## config.mk

```make
export PLATFORM = sky130hd
export DESIGN_NAME = rpbf_ctrl
export DESIGN_NICKNAME = d
export VERILOG_FILES = /design/src/rtl/core/rpbf_pkg.sv /design/src/rtl/core/rpbf_ctrl.sv
export SDC_FILE = /design/constraint.sdc
export NUM_CORES = 1
export LEC_CHECK = 0
export BUFFER_PORTS_ARGS = -buffer_cell sky130_fd_sc_hd__buf_2
export CORE_AREA = 4 4 41 43
export DETAILED_ROUTE_END_ITERATION = 10
export DIE_AREA = 0 0 45 47
export GPL_ROUTABILITY_DRIVEN = 0
export PLACE_DENSITY = 0.56
export SETUP_SLACK_MARGIN = 0.3
export SLEW_MARGIN = 30
export SYNTH_ARGS = -nofsm -noshare
export SYNTH_HDL_FRONTEND = slang
export SYNTH_SLANG_ARGS = --single-unit
```

## constraint.sdc

```tcl
create_clock -name clk -period 3.7 [get_ports clk]
set_input_delay 0.185 -clock clk [delete_from_list [all_inputs] [get_ports clk]]
set_output_delay 0.185 -clock clk [all_outputs]
set_load 0.005 [all_outputs]
```

## src/rtl/core/rpbf_pkg.sv

```systemverilog
// Package for the record-preserving byte FIFO: payload structs, codes, defaults
// and the command/status bundles between controller and datapath.
// No dependencies.
package rpbf_pkg;

  // Default sizes; the top level takes these as parameter defaults.
  localparam int STORE_BYTES_DEF    = 4096;
  localparam int RECORD_SLOTS_DEF   = 64;
  localparam int READ_MAX_BYTES_DEF = 64;

  // Fixed field widths.
  localparam int CNT_W   = 13;
  localparam int RMAX_W  = 7;
  localparam int CFG_AW  = 3;
  localparam int CFG_DW  = 32;

  // Register index, decoded from the word address bit of the config port.
  localparam logic REG_SOCKET_KIND = 1'b0;

  // Socket kind codes.
  localparam logic [1:0] SK_STREAM = 2'd0;
  localparam logic [1:0] SK_DGRAM  = 2'd1;
  localparam logic [1:0] SK_SEQPKT = 2'd2;

  // Input item mode codes.
  localparam logic MODE_WRITE = 1'b0;
  localparam logic MODE_READ  = 1'b1;

  // Result kind codes.
  localparam logic [1:0] KIND_WSTAT = 2'd0;
  localparam logic [1:0] KIND_RDATA = 2'd1;
  localparam logic [1:0] KIND_EMPTY = 2'd2;

  typedef struct packed {
    logic              mode;
    logic [7:0]        data_byte;
    logic              end_of_record;
    logic [RMAX_W-1:0] read_max;
  } rpbf_in_t;

  typedef struct packed {
    logic [1:0]       kind;
    logic [7:0]       out_byte;
    logic [CNT_W-1:0] count;
    logic             last;
  } rpbf_out_t;

  // Controller to datapath.
  typedef struct packed {
    logic wr_acc;     // accept a write byte
    logic emit_none;  // load a "found nothing" result
    logic len_rd;     // accept a read: fetch head length, pop queue in record mode, latch max
    logic ld_len;     // latch byte count and consumption
    logic rp_adv;     // advance read pointer by the consumption
    logic idx_clr;    // restart the byte index
    logic idx_inc;    // step the byte index
    logic byte_rd;    // fetch a byte from the store
    logic emit_byte;  // load a read data result
  } rpbf_cmd_t;

  // Datapath to controller.
  typedef struct packed {
    logic out_free;   // output register can take a result this cycle
    logic nothing;    // a read now would find nothing
    logic n_zero;     // fetched record gives zero bytes
    logic last_byte;  // current byte is the final one of this read
  } rpbf_stat_t;

endpackage

```

## src/rtl/core/rpbf_ctrl.sv

```systemverilog
// Controller for the record-preserving byte FIFO: sequences each item and
// drives datapath commands. Depends on rpbf_pkg.
module rpbf_ctrl
  import rpbf_pkg::*;
(
  input  logic       clk,
  input  logic       rst_n,
  input  logic       in_valid,
  input  logic       in_mode,
  output logic       in_stall,
  input  rpbf_stat_t stat,
  output rpbf_cmd_t  cmd
);

  typedef enum logic [1:0] {
    ST_IDLE,
    ST_LEN,
    ST_BYTES
  } state_t;

  state_t state_r;
  state_t state_nxt;
  logic   acc;

  assign in_stall = !((state_r == ST_IDLE) && stat.out_free);
  assign acc      = in_valid && !in_stall;

  always_comb begin
    cmd       = '0;
    state_nxt = state_r;
    case (state_r)
      ST_IDLE: begin
        if (acc) begin
          if (in_mode == MODE_WRITE) begin
            cmd.wr_acc = 1'b1;
          end else if (stat.nothing) begin
            cmd.emit_none = 1'b1;
          end else begin
            cmd.len_rd = 1'b1;
            state_nxt  = ST_LEN;
          end
        end
      end
      ST_LEN: begin
        cmd.ld_len = 1'b1;
        if (stat.n_zero) begin
          if (stat.out_free) begin
            cmd.emit_none = 1'b1;
            cmd.rp_adv    = 1'b1;
            state_nxt     = ST_IDLE;
          end
        end else begin
          cmd.idx_clr = 1'b1;
          cmd.byte_rd = 1'b1;
          state_nxt   = ST_BYTES;
        end
      end
      ST_BYTES: begin
        if (stat.out_free) begin
          cmd.emit_byte = 1'b1;
          if (stat.last_byte) begin
            cmd.rp_adv = 1'b1;
            state_nxt  = ST_IDLE;
          end else begin
            cmd.idx_inc = 1'b1;
            cmd.byte_rd = 1'b1;
          end
        end
      end
      default: begin
        state_nxt = ST_IDLE;
      end
    endcase
  end

  always_ff @(posedge clk) begin
    if (!rst_n) begin
      state_r <= ST_IDLE;
    end else begin
      state_r <= state_nxt;
    end
  end

  // A byte fetch is always followed by the byte phase.
  a_fetch_then_bytes: assert property (@(posedge clk) disable iff (!rst_n)
    cmd.byte_rd |=> (state_r == ST_BYTES))
    else $error("byte fetch not followed by byte phase");

endmodule

```

==> metrics.txt <==
antenna-violating nets left 0; Crit Path Max Fanout 4; DR pass1 iterations 4; register area share after synthesis 15.24%; Crit Path Class reg -> out; relative slew slack 85.23%; status complete, no violations; clk root buf clkbuf_4; DRC Markers 0; most numerous cell in the Yosys netlist nand2_1; Max clock buf depth 2; Synth Instances 35; core area between 1000 and 1500 um^2; Syn Std Cell Area about 260 um^2; crit end category primary output; Final setup viols 0; post-synth top area share a little under a fifth; Die H between 40 and 50 um; number of global-route vias before repair approximately 280; final instance area ~380 um^2; post-cts gate resize count 0; row count 13; Biggest register state_r; synth unique cells 18; MaxCap Viol Count 0; Period minus WS final roughly 1700 ps; synthesized flop and latch total 2; ys flop type dfxtp_1; # diodes 0; Setup Fix Bufs, Post-CTS 0; TritonCTS Buffers 3; # fillers ~160; IO buf count 17; cts hold-fix bufs 0; PwrDens around 270 nW/um^2; CP Launch Type register; worst skew pair latency between 200 and 250 ps; area leader, netlist ha_1; final period utilization 46.15%; Pleak between 0.15 and 0.2 nW; largest net degree at the start of global routing 7; number of synthesized flops with an enable pin 0; Post-Syn Nets 47; Worst Hold Class in -> reg; DP HPWL 575.9 um; Routed WL 652 um; VDD IR-drop max 0.1394 mV; layout cell share with drive strength beyond 1 between 40% and 50%; Vias/cell roughly 4.3; gr ovfl total 0; fin nets a little under 70; Layout Area Growth over Synthesis 45.24%; Synth top cells by count 10 x nand2_1, 4 x ha_1, 3 x inv_1; critical path arrival 1520 ps; setup total negative slack 0 ps; Avg Cell Area, Syn between 7 and 8 um^2; wire per inst 9.449 um; total power around 0.1 mW; H-tree depth 1; Post-DP Area 359.1 um^2; Synth Warn # 0; FMAX ~590 MHz; Pins Over Slew Limit 0; die area 2115 um^2; area of the multi-input gates just over 200 um^2; first-pass GRT wire length around 1.1 mm; via count 297; register area roughly 40 um^2; Worst Max-Slew Pin Slew approximately 220 ps; Die W approximately 45 um; initial antenna violation count 0; overall routing resource usage between 6 and 7%; initial core utilization 20.19%; IO Count 18; Fin. Hold Viols 0; CP required between 3000 and 4000 ps; ys async rst share 0%; Max Clock Skew slightly below 0.9 ps; Largest register FFs 2; TritonCTS clock tree done; top flop regs state_r x2; initial drt markers 7; Worst-path clk slew 30 ps; largest cells by area after synthesis ha_1 19%, dfxtp_1 15%, nand2_1 14%; Sink Count 2; RSZ-0062 raised after global routing false
[area by class of cell]
class / count / area share [%]
flip-flops and latches: 2 / 10.49
multi-input cells: 29 / 53.44
repair buffers: 17 / 22.30
inverters: 3 / 2.951
clock buffers: 3 / 5.902
well taps: 15 / 4.918
[worst max-delay path, cell delays in order (launching register included)]
cell	delay, ps
dfxtp_1	340
inv_1	80
ha_1	250
and2_1	180
and2b_1	170
o21a_1	170
buf_2	120
[cell families after synthesis]
group	Yosys count	synth area share (%)
AOI/OAI and AO/OA	6	20.00
muxes	2	7.619
adders and majority gates	4	19.05
and+or+nand+nor	17	30.96
DFF	2	15.24
buffers and inverters	4	7.144
[final timing paths]
path	start	end	slack (ps)	cells after the start
min	rst_n	state_r[1]	240	3
max	state_r[0]	cmd[1]	1990	6
min reg2reg	state_r[1]	state_r[1]	480	2
max reg2reg	state_r[1]	state_r[0]	2320	6
[where the power goes]
group | leakage (nW) | total, mW | switching, mW | internal, mW
Sequential | 0.0162 | 0.0241 | 0.00100 | 0.0231
Clock | 0.0138 | 0.0470 | 0.0113 | 0.0357
Combinational | 0.157 | 0.0315 | 0.0167 | 0.0148
Total | 0.187 | 0.103 | 0.0290 | 0.0736
[per-stage QoR]
stage	utilization, %	hold slack (ps)	cells	worst slack, ps
finish	29.33	244.4	69	1992
global route	29.33	266.9	69	1885
CTS	29.33	241.4	69	1967
detailed placement	27.60	479.3	66	2209
global placement	27.60	471.4	66	2222
floorplan	-	327.1	35	2362
[layer usage]
| layer | GRT usage [%] | wire length, um | vias up |
|---|---|---|---|
| met5 | 0 | 0 | - |
| met4 | 5.263 | 0 | 0 |
| met3 | 0.3831 | 61 | 0 |
| met2 | 11.86 | 317 | 9 |
| met1 | 7.937 | 273 | 132 |
| li1 | - | - | 156 |
[placed cells by master, fill, tap and decap left out]
cell	synthesis	layout
o21a_1	1	1
nor3_1	1	1
mux2i_1	2	2
nor3b_1	1	1
nand3_1	1	1
and2b_1	1	1
o221ai_2	1	1
a21oi_1	1	1
nor2b_1	1	1
buf_2	0	17
clkbuf_4	0	3
ha_1	4	4
nand2_1	10	10
nand4_1	1	1
and2_1	1	1
inv_1	3	3
a21oi_2	2	2
a21boi_0	1	1
dfxtp_1	2	2
No activity file was read; power rests on OpenSTA's default activity.
